<file path="src/rtl/ipc_pkg.sv">
// shared widths and parameter defaults for the integer partition counter
package ipc_pkg;

  // fixed field widths of the stream payloads
  localparam int TARGET_W    = 7;
  localparam int OUT_COUNT_W = 32;
  localparam int IN_TDATA_W  = 8;

  // defaults for the top level parameters
  localparam int DEF_MAX_TARGET  = 100;
  localparam int DEF_COUNT_WIDTH = 32;

endpackage

</file>
<file path="src/rtl/ipc_seq.sv">
// request sequencer: clear pass, read-add-write sweep, result fetch
module ipc_seq
  import ipc_pkg::*;
#(
  parameter int MAX_TARGET  = DEF_MAX_TARGET,
  parameter int COUNT_WIDTH = DEF_COUNT_WIDTH,
  parameter int IDX_W       = 7
) (
  input  logic                   clk,
  input  logic                   rst,
  input  logic                   start,
  input  logic [TARGET_W-1:0]    target,
  output logic                   idle,
  output logic                   tbl_wr_en,
  output logic [IDX_W-1:0]       tbl_wr_addr,
  output logic [COUNT_WIDTH-1:0] tbl_wr_data,
  output logic [IDX_W-1:0]       tbl_rd_addr_a,
  output logic [IDX_W-1:0]       tbl_rd_addr_b,
  input  logic [COUNT_WIDTH-1:0] tbl_rd_data_a,
  input  logic [COUNT_WIDTH-1:0] tbl_rd_data_b,
  output logic                   res_valid,
  input  logic                   res_ready,
  output logic [COUNT_WIDTH-1:0] res_count,
  output logic                   res_ovf
);

  localparam int CMP_W = (IDX_W > TARGET_W) ? IDX_W : TARGET_W;

  typedef enum logic [2:0] {
    S_IDLE,
    S_CLEAR,
    S_UPDATE,
    S_FETCH,
    S_CAPTURE,
    S_DONE
  } state_t;

  state_t               state;
  logic [IDX_W-1:0]     t;
  logic [IDX_W-1:0]     i;
  logic [IDX_W-1:0]     j;
  logic [IDX_W-1:0]     wj;
  logic                 upd_valid;
  logic                 ovf;
  logic [COUNT_WIDTH:0] sum;
  logic                 sum_carry;
  logic                 too_big;

  assign too_big = CMP_W'(target) > CMP_W'(MAX_TARGET);

  // saturating add of the two table reads
  assign sum       = {1'b0, tbl_rd_data_a} + {1'b0, tbl_rd_data_b};
  assign sum_carry = sum[COUNT_WIDTH];

  always_comb begin
    tbl_wr_en   = 1'b0;
    tbl_wr_addr = j;
    tbl_wr_data = '0;
    if (state == S_CLEAR) begin
      tbl_wr_en   = 1'b1;
      tbl_wr_data = (j == '0) ? COUNT_WIDTH'(1) : '0;
    end else if (upd_valid) begin
      tbl_wr_en   = 1'b1;
      tbl_wr_addr = wj;
      tbl_wr_data = sum_carry ? '1 : sum[COUNT_WIDTH-1:0];
    end
    tbl_rd_addr_a = (state == S_FETCH) ? t : j;
    tbl_rd_addr_b = j - i;
  end

  assign idle      = (state == S_IDLE);
  assign res_valid = (state == S_DONE);

  always_ff @(posedge clk) begin
    if (rst) begin
      state     <= S_IDLE;
      upd_valid <= 1'b0;
      ovf       <= 1'b0;
      t         <= '0;
      i         <= '0;
      j         <= '0;
    end else begin
      upd_valid <= (state == S_UPDATE);
      wj        <= j;
      if (upd_valid && sum_carry) begin
        ovf <= 1'b1;
      end
      unique case (state)
        S_IDLE: begin
          if (start) begin
            if (too_big) begin
              res_count <= '1;
              res_ovf   <= 1'b1;
              state     <= S_DONE;
            end else begin
              t     <= IDX_W'(target);
              j     <= '0;
              ovf   <= 1'b0;
              state <= S_CLEAR;
            end
          end
        end
        S_CLEAR: begin
          if (j == t) begin
            i     <= IDX_W'(1);
            j     <= IDX_W'(1);
            state <= (t == '0) ? S_FETCH : S_UPDATE;
          end else begin
            j <= j + IDX_W'(1);
          end
        end
        S_UPDATE: begin
          if (j == t) begin
            if (i == t) begin
              state <= S_FETCH;
            end else begin
              i <= i + IDX_W'(1);
              j <= i + IDX_W'(1);
            end
          end else begin
            j <= j + IDX_W'(1);
          end
        end
        S_FETCH: begin
          state <= S_CAPTURE;
        end
        S_CAPTURE: begin
          res_count <= tbl_rd_data_a;
          res_ovf   <= ovf;
          state     <= S_DONE;
        end
        S_DONE: begin
          if (res_ready) begin
            state <= S_IDLE;
          end
        end
        default: begin
          state <= S_IDLE;
        end
      endcase
    end
  end

endmodule

</file>
<file path="config.mk">
export PLATFORM = sky130hd
export DESIGN_NAME = ipc_seq
export DESIGN_NICKNAME = d
export VERILOG_FILES = /design/src/rtl/ipc_pkg.sv /design/src/rtl/ipc_seq.sv
export SDC_FILE = /design/constraint.sdc
export NUM_CORES = 1
export LEC_CHECK = 0
export BUFFER_PORTS_ARGS = -buffer_cell sky130_fd_sc_hd__buf_2
export CORE_UTILIZATION = 30
export CTS_BUF_LIST = sky130_fd_sc_hd__clkbuf_8
export DETAILED_ROUTE_END_ITERATION = 12
export GPL_ROUTABILITY_DRIVEN = 0
export GPL_TIMING_DRIVEN = 0
export PLACE_DENSITY = 0.53
export SETUP_SLACK_MARGIN = 0.4
export SLEW_MARGIN = 20
export SYNTH_ARGS = -nofsm -noshare
export SYNTH_HDL_FRONTEND = slang
export SYNTH_SLANG_ARGS = --single-unit
</file>
<file path="constraint.sdc">
create_clock -name clk -period 5.8 [get_ports clk]
set_clock_uncertainty 0.15 [all_clocks]
set_input_delay 0.58 -clock clk [delete_from_list [all_inputs] [get_ports clk]]
set_output_delay 0.58 -clock clk [all_outputs]
set_load 0.05 [all_outputs]
</file>
# Word level (Yosys, flattened, before mapping)
# Index checks and enable logic that the tools add are counted.
# op_classes
reduce_logical	12
n_eq_ne	16
bitwise	2
muxes	36
n_addsub	4
order_cmp	1
# op_table
operator	count
32-bit 2-to-1 mux	5
7-bit 2-to-1 mux	10
32-bit one-hot mux with 2 select lines	1
32-bit by 32-bit adder with 33-bit output	1
7-bit one-hot mux with 3 select lines	1
3-bit 2-to-1 mux	6
3-bit one-hot mux with 6 select lines	1
7-bit by 1-bit adder with 7-bit output (second input constant)	2
7-bit == test	2
7-bit zero test	2
7-bit one-hot mux with 2 select lines	1
4-bit AND reduction	3
1-bit 2-to-1 mux	10
2-bit by 1-bit != test with 1-bit output (second input constant)	5
7-bit > comparator (second input constant)	1
7-bit subtractor	1
3-bit by 2-bit == test with 1-bit output (second input constant)	2
3-bit == test (second input constant)	2
2-bit != test (second input constant)	3
5-bit AND reduction	1
2-bit nonzero test	2
3-bit by 1-bit == test with 1-bit output (second input constant)	1
3-bit zero test	1
3-bit != test (second input constant)	1
other kinds (5)	6
# word_totals
register_bits	66
wordCells	80
output_inout_bits	89
inputBits	75

# Depth between registers and ports, before layout
# Gate-level depths: netlist (run 1).
# logic_depth
word_depth	6
depth_mapped	11
mapped_depth_nobuf	10

# Worst setup path before layout (run 1)
# OpenSTA, ideal clock, no wires.
# synth_timing
kind	input to register
startpoint	input port target[0]
endpoint	register res_count[0], enable pin
setup_slack_ps	1029
cell_stages	4
setup_time_ps	506
t_required_ps	5144
path_buffers	0
t_arrival_ps	4115
path_cell_list	o21ai_0 -> a21oi_1 -> a21oi_1 -> nor4_1
# synth_via
elab_chain_len	3
# synth_lines
item	line	rtl
from (decl)	ipc_seq.sv:12	input logic [TARGET_W-1:0] target,
7-bit > comparator	ipc_seq.sv:49	assign too_big = CMP_W'(target) > CMP_W'(MAX_TARGET);
2-bit by 1-bit != test with 1-bit output (no line)	-	
4-bit AND reduction (no line)	-	
to (signal assigned)	ipc_seq.sv:128	res_count <= tbl_rd_data_a;
to (decl)	ipc_seq.sv:23	output logic [COUNT_WIDTH-1:0] res_count,
# Every way passes these cells.
# A chain may end at the register's enable or synchronous reset.

# Worst setup path after layout (run 1)
# layout_timing
startpoint	input port tbl_rd_data_a[0]
endpoint	output port tbl_wr_data[23]
# layout_via
elab_chain_len	4
# layout_lines
item	line	rtl
from (decl)	ipc_seq.sv:19	input logic [COUNT_WIDTH-1:0] tbl_rd_data_a,
32-bit by 32-bit adder with 33-bit output	ipc_seq.sv:52	assign sum = {1'b0, tbl_rd_data_a} + {1'b0, tbl_rd_data_b};
32-bit 2-to-1 mux	ipc_seq.sv:65	tbl_wr_data = sum_carry ? '1 : sum[COUNT_WIDTH-1:0];
32-bit 2-to-1 mux	ipc_seq.sv:62	end else if (upd_valid) begin
32-bit 2-to-1 mux	ipc_seq.sv:59	if (state == S_CLEAR) begin
to (decl)	ipc_seq.sv:16	output logic [COUNT_WIDTH-1:0] tbl_wr_data,
# Every way passes these cells.

==> metrics.md, run 1 <==
| Metric | Value |
|---|---|
| Worst path cell trace | buf_2, ha_1, fa_1, a211oi_1, nor2_1, o211ai_1, a21oi_1, nor4b_2, nor2_1, a2111oi_0, a211oi_2, buf_2 |
| Critical Path AT | between 3 and 4 ns |
| Critical path's slowest cell | a2111oi_0 |
| Worst reg2reg startpoint | state[2] |
| Initial antenna violation count | 0 |
| Total GRT Usage | between 15 and 20% |
| Worst min-delay path category | reg2reg |
| Sw Share | 50.4% |
| Hold endpoint | wj[6] |
| Buffers on Ports | 162 |
| Die ar. | 18600 µm² |
| Overflow after GRT | 0 |
| Inst Count DP | approximately 1000 |
| Clk_lat worst skew | ~0.38 ns |
| Share of layout cells above drive strength 1 | around 28% |
| Total number of H-tree levels | 3 |
| CP Buf/Inv Count | 2 |
| Post-route cell area | a little under 7000 µm² |
| Most common cell after layout, fill and taps aside | buf_2 |
| Cts hold-fix bufs | 0 |
| Complex-gate fraction of the synthesized area | around 20% |
| FF-to-FF End | res_count[28] |
| 1st-iter DRT viols | 248 |
| Largest net degree at the start of global routing | 14 |
| Worst EP required | roughly 5 ns |
| Ports | ~160 |
| Combinational Power Share | between 50% and 60% |
| Net load switching power | around 1300 µW |
| # diodes | 0 |
| Die Y | roughly 140 µm |
| DP Area | around 6500 µm² |
| Post-synthesis sequential area ratio | between 30% and 40% |
| Synth Area in Simple Gates | roughly 20% |
| CTS tree | yes |
| CP peak stage delay | ~0.53 ns |
| Syn_nets | approximately 740 |
| Largest family of logic cells by synthesized area | compound AO/OA/AOI/OAI gates |
| Internal power | 1280 µW |
| Worst reg2reg path depth | 8 |
| Finished Layout Cells | ~1000 |
| Area delta synth->final | 24.8% |
| Post-CTS sizing | 0 |
| Total Power | between 2000 and 3000 µW |
| Final slew viol count | 0 |
| Row count | 48 |
| Core area | approximately 17000 µm² |
| First-pass GRT wire length | 25400 µm |
| Adder-cell share of the synthesized area | around 10% |
| Predominant post-synthesis flop cell | edfxtp_1 |
| Crit share post-route | about three quarters |
| Post-synthesis cell area | around 5400 µm² |
| Hold Violations, Final | 0 |
| Total Routed Length | 16200 µm |
| Crit start category | input pin |
| Synth unique cells | 60 |
| Nature of the critical path endpoint | primary output |
| CP top delay family | compound AO/OA/AOI/OAI gates |
| Final setup fails | 0 |
| Hold Path Origin | j[6] |
| Min cycle time layout | between 4 and 5 ns |
| XOR/XNOR Fraction of Synth Area | a little under a tenth |
| Clock Sinks | 66 |
| Pwr dens | about 380 nW/µm² |
| Dpl hpwl | about 13000 µm |
| Number of synthesized flops with an enable pin | 40 |
| Post-CTS Setup Inserts | 0 |
| MaxCap Viol Count | 0 |
| Worst Hold Depth | 0 |
| Setup slack, reg-to-reg | just over 3 ns |
| Vias | approximately 5000 |
| Clock-pin slew on the worst setup and hold paths | approximately 0.090 ns |
| Fmax | 229 MHz |
| Rel. slew slack | between 40 and 50% |
| WHS | about 0.30 ns |
| Synth Warn # | 0 |
| Avg Cell Area, Syn | 8.76 µm² |
| WL per Instance | approximately 16 µm |
| Most frequent cells in the layout | buf_2, a21oi_1, nor2_1, nand2b_1, ha_1 |
| Status | complete, no violations |
| Layout Nets | between 900 and 1000 |
| Root buf cell | clkbuf_8 |
| Mux contribution to synthesized area | under 10% |
| FF+latch count, synth | 66 |
| Post-DRT Antenna Nets | 0 |
| Sequential Power Share | between 20% and 30% |
| Leakage | 0.00290 µW |
| Vias in the first global route | 4888 |
| Unrepaired setup endpoints after global routing | false |
| Critical Path Fanout Max | 5 |
| Worst IR Drop VDD | 0.425 mV |
| Pre-antenna DRT Iters | 4 |
| DRC | 0 |
| Die Width | roughly 140 µm |
| Synthesized instance count | a little over 600 |
| Utilization after layout | between 30% and 40% |
| Cts bufs inserted | 9 |
| Fraction of registers with async set/reset | 0% |
| Initial Utilization | just over 30% |
| Setup CP Type | in2out |
| Clock power frac | 16.8% |
| Clock Path Buffers | 2 |
| Actual slew at the worst max-slew pin | about 0.83 ns |
| Vias per inst | 4.96 |
==> worst register-to-register path: stages, from the launching register on <==
cell and delay, ns:
dfxtp_1 0.36, clkbuf_1 0.37, a21oi_1 0.14, nor4_2 0.27
buf_2 0.28, buf_4 0.19, buf_2 0.20, buf_2 0.23
buf_2 0.23
==> through the flow <==
step	setup slack, ns	TNS, ns
after floorplan	1.03	0
after global routing	1.18	0
final	1.44	0
after global placement	-1.22	-40.06
after CTS	1.40	0
after detailed placement	1.43	0
==> state kept, by name, indices dropped and copies added (netlist names) <==
name and flops:
res_count 32, i 7, j 7, t 7
wj 7, state 3, ovf 1, res_ovf 1
upd_valid 1
==> per-layer routing <==
metal  wire, µm  global-route usage, %  up-vias
li1           -                      -     2589
met5          0                      0        -
met4        309                   6.79        0
met1       7500                   22.3     2335
met2       7600                   30.0      139
met3        817                   3.06       22
==> worst max-delay path by stage <==
stage / start / endpoint / slack [ns] / cells after the start
final: tbl_rd_data_a[0] / tbl_wr_data[23] / 1.44 / 12
after global routing: tbl_rd_data_a[0] / tbl_wr_data[23] / 1.18 / 12
after CTS: tbl_rd_data_a[0] / tbl_wr_data[23] / 1.40 / 12
after detailed placement: tbl_rd_data_a[0] / tbl_wr_data[23] / 1.43 / 12
after global placement: target[0] / res_count[29] / -1.22 / 5
after floorplan: target[0] / res_count[0] / 1.03 / 4
==> logic make-up (layout without fill, tap and decap cells) <==
kind of cell	after synthesis	count (layout)
AO/OA/AOI/OAI	172	172
XOR/XNOR	55	55
adder cells (fa/ha/maj)	43	43
buffers and inverters	50	234
flip-flops	66	66
multiplexers	25	25
AND/OR/NAND/NOR	206	206
==> synth_stat cells (all sizes together), types with 9 or more instances <==
| master | n | area, µm² |
|---|---|---|
| a211oi | 11 | 97.6 |
| a21o | 19 | 143 |
| a21oi | 77 | 385 |
| buf | 11 | 75.1 |
| clkbuf | 18 | 68.8 |
| dfxtp | 26 | 521 |
| edfxtp | 40 | 1200 |
| ha | 41 | 513 |
| inv | 21 | 78.8 |
| mux2 | 14 | 158 |
| mux2i | 11 | 110 |
| nand2 | 30 | 115 |
| nand2b | 46 | 288 |
| nand3 | 13 | 70.1 |
| nand4 | 9 | 56.3 |
| nor2 | 62 | 233 |
| nor3 | 10 | 55.1 |
| o21ai | 25 | 125 |
| xnor2 | 33 | 304 |
| xor2 | 22 | 193 |
==> power by group through the flow <==
stage          combinational [µW]  clock (µW)  sequential (µW)
2_1_floorplan                1150           0              654
3_3_place_gp                 1520           0              642
3_5_place_dp                 1520           0              636
4_1_cts                      1530         449              626
5_1_grt                      1650         466              634
6_report                     1520         434              626
==> layout make-up <==
| cell class | count | area (µm²) |
|---|---|---|
| Sequential cell | 66 | 1720 |
| Inverter | 21 | 78.8 |
| Timing Repair Buffer | 168 | 843 |
| Clock inverter | 6 | 72.6 |
| Fill cell | 1861 | 10700 |
| Tap cell | 225 | 282 |
| Buffer | 29 | 144 |
| Clock buffer | 10 | 138 |
| Multi-Input combinational cell | 501 | 3470 |
Note: power is estimated with default switching activity, not from simulation.
==> inputs of run 2 (changes only) <==
==> constraint.sdc (replaced) <==
create_clock -name clk -period 4.05 [get_ports clk]
set_clock_uncertainty 0.15 [all_clocks]
set_input_delay 0.405 -clock clk [delete_from_list [all_inputs] [get_ports clk]]
set_output_delay 0.405 -clock clk [all_outputs]
set_load 0.05 [all_outputs]
==> metrics.md, run 2 (same netlist as run 1, synthesis figures left out) <==
| Metric | Value |
|---|---|
| Status | complete, no violations (unchanged) |
| Critical path's slowest cell | nor4_2 (was a2111oi_0) |
| Initial Utilization | 31.0% (unchanged) |
| First-pass GRT wire length | 26000 µm (was 25400 µm) |
| Largest net degree at the start of global routing | 13 (was 14) |
| Pre-antenna DRT Iters | 4 (unchanged) |
| Critical Path AT | 3.01 ns (was 3.63 ns) |
| Post-DRT Antenna Nets | 0 (unchanged) |
| Clk_lat worst skew | 0.37 ns (was 0.38 ns) |
| Setup CP Type | in2out (unchanged) |
| Crit start category | input pin (unchanged) |
| Dpl hpwl | 13000 µm (was 12900 µm) |
| Leakage | 0.00295 µW (was 0.00290 µW) |
| Area delta synth->final | 29.2% (was 24.8%) |
| Combinational Power Share | 61.5% (was 59.0%) |
| Buffers on Ports | 162 (unchanged) |
| Initial antenna violation count | 0 (unchanged) |
| Die ar. | 18600 µm² (unchanged) |
| Hold Path Origin | target[1] (was j[6]) |
| Clock Path Buffers | 2 (unchanged) |
| CP peak stage delay | 0.30 ns (was 0.53 ns) |
| Sequential Power Share | 24.5% (was 24.2%) |
| Gr busiest metal | met2 (unchanged) |
| WL per Instance | 16.1 µm (was 15.8 µm) |
| Pwr dens | 523 nW/µm² (was 383 nW/µm²) |
| Layout fillers | 1849 (was 1861) |
| Core area | 17400 µm² (unchanged) |
| Actual slew at the worst max-slew pin | 0.881 ns (was 0.835 ns) |
| Hold Violations, Final | 0 (unchanged) |
| Final setup fails | 0 (unchanged) |
| Worst min-delay path category | in2reg (was reg2reg) |
| Critical Path Fanout Max | 8 (was 5) |
| Die Width | 136 µm (unchanged) |
| Net load switching power | 1860 µW (was 1300 µW) |
| Worst Setup SP | tbl_rd_data_a[12] (was tbl_rd_data_a[0]) |
| Total number of H-tree levels | 3 (unchanged) |
| Unrepaired setup endpoints after global routing | false (unchanged) |
| Die Y | 136 µm (unchanged) |
| Met3 usage | 3.50% (was 3.06%) |
| Share of layout cells above drive strength 1 | 31.9% (was 28.0%) |
| Cts bufs inserted | 9 (unchanged) |
| Clock-pin slew on the worst setup and hold paths | 0.07 ns (was 0.09 ns) |
| Worst Hold Depth | 3 (was 0) |
| Rel. slew slack | 40.8% (was 43.9%) |
| Vias per inst | 5.02 (was 4.96) |
| # diodes | 0 (unchanged) |
| Layout Nets | 921 (was 914) |
| Clock Sinks | 66 (unchanged) |
| Reg with most FFs | res_count (unchanged) |
| Met2 Usage GRT | 30.7% (was 30.0%) |
| Total GRT Usage | 18.3% (was 17.7%) |
| Worst reg2reg path depth | 5 (was 8) |
| DRC | 0 (unchanged) |
| Total Routed Length | 16600 µm (was 16200 µm) |
| Utilization after layout | 40.1% (was 38.7%) |
| Final slew viol count | 0 (unchanged) |
| Vias | 5188 (was 5085) |
| Largest register FFs | 32 (unchanged) |
| Row count | 48 (unchanged) |
| Min cycle time layout | 3.57 ns |
| Total Power | 3660 µW (was 2580 µW) |
| Internal power | 1790 µW (was 1280 µW) |
| Met1 usage | 22.8% (was 22.3%) |
| Sw Share | 50.9% (was 50.4%) |
| Worst IR Drop VDD | 0.563 mV (was 0.425 mV) |
| Ports | 164 (unchanged) |
| Vias in the first global route | 5035 (was 4888) |
| Worst path cell trace | buf_2, ha_1, clkbuf_2, nand4_1, nor4_2, o211ai_1, buf_4, a21oi_2, nor4b_2, buf_4, or2_4, buf_6, o211a_1, nor3_4, buf_6 (was buf_2, ha_1, fa_1, a211oi_1, nor2_1, o211ai_1, a21oi_1, nor4b_2, nor2_1, a2111oi_0, a211oi_2, buf_2) |
| Clock power frac | 14.0% (was 16.8%) |
| CTS tree | yes (unchanged) |
| Most common cell after layout, fill and taps aside | buf_2 (unchanged) |
| 1st-iter DRT viols | 206 (was 248) |
| Crit share post-route | slightly below 90% |
| Worst EP required | 3.49 ns (was 5.07 ns) |
| MaxCap Viol Count | 0 (unchanged) |
| Nature of the critical path endpoint | primary output (unchanged) |
| Fmax | 280 MHz |
| Root buf cell | clkbuf_8 (unchanged) |
| Overflow after GRT | 0 (unchanged) |
| Worst reg2reg startpoint | state[2] (unchanged) |
| Most frequent cells in the layout | buf_2, a21oi_1, nor2_1, nand2b_1, edfxtp_1 (was buf_2, a21oi_1, nor2_1, nand2b_1, ha_1) |
## run 2: cell count changes in the layout (fill, tap and decap cells not counted), sizes merged
| cell | previous run | this run |
|---|---|---|
| clkbuf | 28 | 34 |
| clkinv | 1 | 2 |
| inv | 24 | 25 |
| bufinv | 1 | 0 |
| buf | 179 | 180 |
| clkinvlp | 1 | 0 |
## run 2: per-stage QoR
step                      hold WS, ns  area (µm²)  setup TNS [ns]  worst slack [ns]  cells
after detailed placement        0.269        6550               0            0.0236   1007
after global placement          0.262        6510          -21.79            -0.667   1004
after CTS                       0.116        6820               0             0.403   1029
after global routing            0.144        6980               0             0.373   1033
after floorplan                 0.259        5420               0             0.441    617
final                           0.138        6980               0             0.484   1033
## run 2: final timing paths
kind,end,slack [ns]
setup / recovery,tbl_wr_data[31],0.48
hold / removal,t[1],0.14
setup reg to reg,res_count[15],1.31
hold reg to reg,wj[6],0.30
## run 2: critical path, delay by kind of cell
kind,cells,cell delay (ns)
compound gates,3,0.42
fa+ha+maj,1,0.27
buf+inv,6,0.97
simple gates,5,0.95
## run 2: area by class of cell
type	count	area [µm²]	share of cell area (%)
repair buffers	175	943	13.5
clock inverters	6	27.5	0.394
inverters	21	78.8	1.13
plain buffers	29	159	2.28
multi-input cells	501	3630	52.0
clock buffers	10	138	1.97
flip-flops and latches	66	1720	24.7
well taps	225	282	4.03
## run 2: power groups by stage
stage	registers, µW	clock network [µW]	logic [µW]
2_1_floorplan	935	0	1660
3_3_place_gp	917	0	2190
3_5_place_dp	910	0	2190
4_1_cts	896	532	2220
5_1_grt	907	558	2430
6_report	897	511	2250
## run 2: repair_timing
action | in CTS | in global routing
buffers inserted | 6 | 3
resized for setup | 20 | 37
pin swaps | 4 | 8
cloned | 0 | 1
setup endpoints to repair | 19 | 32
endpoints found under the hold margin | 0 | 0
hold buffers | 0 | 0
## run 2: routing by layer
| layer | wire [µm] | vias up | share of wire [%] |
|---|---|---|---|
| li1 | - | 2607 | - |
| met1 | 7550 | 2406 | 45 |
| met5 | 0 | - | 0 |
| met2 | 7890 | 157 | 47 |
| met3 | 926 | 18 | 5.6 |
| met4 | 259 | 0 | 1.6 |
==> inputs of run 3 (changes only) <==
--- a/config.mk
+++ b/config.mk
@@ -12,6 +12,7 @@
 export GPL_ROUTABILITY_DRIVEN = 0
 export GPL_TIMING_DRIVEN = 0
 export PLACE_DENSITY = 0.53
+export RECOVER_POWER = 50
 export SETUP_SLACK_MARGIN = 0.4
 export SLEW_MARGIN = 20
 export SYNTH_ARGS = -nofsm -noshare
==> metrics.md, run 3 (same netlist as run 1, synthesis figures left out) <==
| Metric | Value |
|---|---|
| Crit share post-route | 87.8% (was 88.1%) |
| CP peak stage delay | 0.29 ns (was 0.30 ns) |
| Pre-CTS setup slack | 0.0236 ns (unchanged) |
| Post-route cell area | 6900 µm² (was 6980 µm²) |
| Most frequent cells in the layout | buf_2, a21oi_1, nor2_1, clkbuf_1, nand2b_1 (was buf_2, a21oi_1, nor2_1, nand2b_1, edfxtp_1) |
| Min cycle time layout | 3.56 ns (was 3.57 ns) |
| Total number of H-tree levels | 3 (unchanged) |
| Pre-antenna DRT Iters | 4 (unchanged) |
| Critical path's slowest cell | nor4_2 (unchanged) |
| Largest register FFs | 32 (unchanged) |
| Pwr dens | 525 nW/µm² (was 523 nW/µm²) |
| Worst min-delay path category | in2reg (unchanged) |
| Critical Path Fanout Max | 8 (unchanged) |
| Worst Hold Depth | 3 (unchanged) |
| Unrepaired setup endpoints after global routing | false (unchanged) |
| Hold Path Origin | target[1] (unchanged) |
| 1st-iter DRT viols | 207 (was 206) |
| CP Buf/Inv Count | 6 (unchanged) |
| Largest net degree at the start of global routing | 13 (unchanged) |
| Die ar. | 18600 µm² (unchanged) |
| Ports | 164 (unchanged) |
| Fmax | 281 MHz (was 280 MHz) |
| Hold endpoint | t[1] (unchanged) |
| Critical Path AT | 3.00 ns (was 3.01 ns) |
| Initial antenna violation count | 0 (unchanged) |
| Worst path cell trace | buf_2, ha_1, clkbuf_2, nand4_1, nor4_2, o211ai_1, buf_4, a21oi_2, nor4b_2, buf_4, or2_4, buf_6, o211a_1, nor3_4, buf_6 (unchanged) |
| Cts hold-fix bufs | 0 (unchanged) |
| Worst reg2reg path depth | 5 (unchanged) |
| WL per Instance | 16.2 µm (was 16.1 µm) |
| MaxCap Viol Count | 0 (unchanged) |
| Reg with most FFs | res_count (unchanged) |
| Vias per inst | 5.03 (was 5.02) |
| Most common cell after layout, fill and taps aside | buf_2 (unchanged) |
| First-pass GRT wire length | 26000 µm (unchanged) |
| Core area | 17400 µm² (unchanged) |
| Final setup fails | 0 (unchanged) |
| Overflow after GRT | 0 (unchanged) |
| CP top delay family | buffers and inverters (unchanged) |
| Total Routed Length | 16700 µm (was 16600 µm) |
| PnR worst setup slack | 0.492 ns (was 0.484 ns) |
| # diodes | 0 (unchanged) |
| Clock Sinks | 66 (unchanged) |
| Crit start category | input pin (unchanged) |
| Post-DRT Antenna Nets | 0 (unchanged) |
| Nature of the critical path endpoint | primary output (unchanged) |
| Vias in the first global route | 5035 (unchanged) |
| WHS | 0.138 ns (about the same) |
| Clock-pin slew on the worst setup and hold paths | 0.07 ns (about the same) |
| Final slew viol count | 0 (unchanged) |
| Worst IR Drop VDD | 0.563 mV (about the same) |
| FF-to-FF End | res_count[24] (was res_count[15]) |
| Total GRT Usage | 18.3% (unchanged) |
| Clock Path Buffers | 2 (unchanged) |
| DP Area | 6550 µm² (unchanged) |
| Setup CP Type | in2out (unchanged) |
| Area delta synth->final | 27.7% (was 29.2%) |
| Share of layout cells above drive strength 1 | 26.7% (was 31.9%) |
| Rel. slew slack | 16.1% (was 40.8%) |
| Setup slack, reg-to-reg | 0.54 ns (was 1.31 ns) |
| Buffers on Ports | 162 (unchanged) |
| Worst EP required | 3.49 ns (about the same) |
| Worst reg2reg startpoint | state[2] (unchanged) |
| Row count | 48 (unchanged) |
| Die Width | 136 µm (unchanged) |
| Hold Violations, Final | 0 (unchanged) |
| Root buf cell | clkbuf_8 (unchanged) |
| CTS tree | yes (unchanged) |
| Dpl hpwl | 13000 µm (unchanged) |
| Initial Utilization | 31.0% (unchanged) |
| Leakage | 0.00286 µW (was 0.00295 µW) |
| Cts bufs inserted | 9 (unchanged) |
| Die Y | 136 µm (unchanged) |
| Actual slew at the worst max-slew pin | 1.25 ns (was 0.881 ns) |
| Layout Nets | 921 (unchanged) |
| Status | complete, no violations (unchanged) |
| Vias | 5199 (was 5188) |
| Clk_lat worst skew | 0.37 ns (about the same) |
| DRC | 0 (unchanged) |
## run 3: cell count changes in the layout (fill, tap and decap cells not counted), sizes merged
cell / delta
buf: -40
clkbuf: +40
## run 3: per-stage QoR
step,std cells,power (µW),utilization [%],setup TNS (ns)
after CTS,1029,3640,39.1,0
after floorplan,617,2590,-,0
final,1033,3620,39.6,0
after detailed placement,1007,3100,37.6,0
after global placement,1004,3100,37.4,-21.79
after global routing,1033,3860,39.6,0
## run 3: cell type report
class / count / area (µm²)
inverter: 21 / 78.8
clock buffer: 10 / 138
multi-input combinational: 501 / 3610
sequential: 66 / 1720
tap: 225 / 282
timing repair buffer: 175 / 882
clock inverter: 6 / 27.5
fill: 1858 / 10500
buffer: 29 / 159
## run 3: power by group
part,total [µW],internal [µW],switching (µW)
registers,899,809,89.6
clock network,512,231,281
logic,2210,733,1480
## run 3: worst max path at each step
stage	endpoint	cells past startpoint	from	slack [ns]
2_1_floorplan	tbl_wr_data[26]	10	tbl_rd_data_a[0]	0.44
3_3_place_gp	res_count[24]	5	target[0]	-0.67
3_5_place_dp	tbl_wr_data[23]	12	tbl_rd_data_a[0]	0.02
4_1_cts	tbl_wr_data[31]	14	tbl_rd_data_a[15]	0.40
5_1_grt	res_count[24]	5	state[2]	0.25
6_report	tbl_wr_data[31]	15	tbl_rd_data_a[12]	0.49
## run 3: timing repair
| item | 4_1_cts | 5_1_grt |
|---|---|---|
| setup buffers | 6 | 3 |
| pin swaps | 4 | 8 |
| setup endpoints to repair | 19 | 32 |
| gates resized for setup | 20 | 37 |
| cloned | 0 | 1 |
## run 3: per-layer routing
| layer | global-route usage, % | vias up | share of wire (%) |
|---|---|---|---|
| met5 | 0 | - | 0 |
| met1 | 22.8 | 2428 | 45 |
| met4 | 7.35 | 0 | 1.6 |
| met3 | 3.50 | 18 | 5.6 |
| li1 | - | 2601 | - |
| met2 | 30.7 | 152 | 47 |
## run 3: worst reg2reg max path: cells and delay by family, from the launching register on
kind | cells | cell delay (ns)
AND/OR/NAND/NOR | 1 | 0.97
buffers and inverters | 3 | 1.54
AO/OA/AOI/OAI | 1 | 0.13
flip-flops | 1 | 0.35
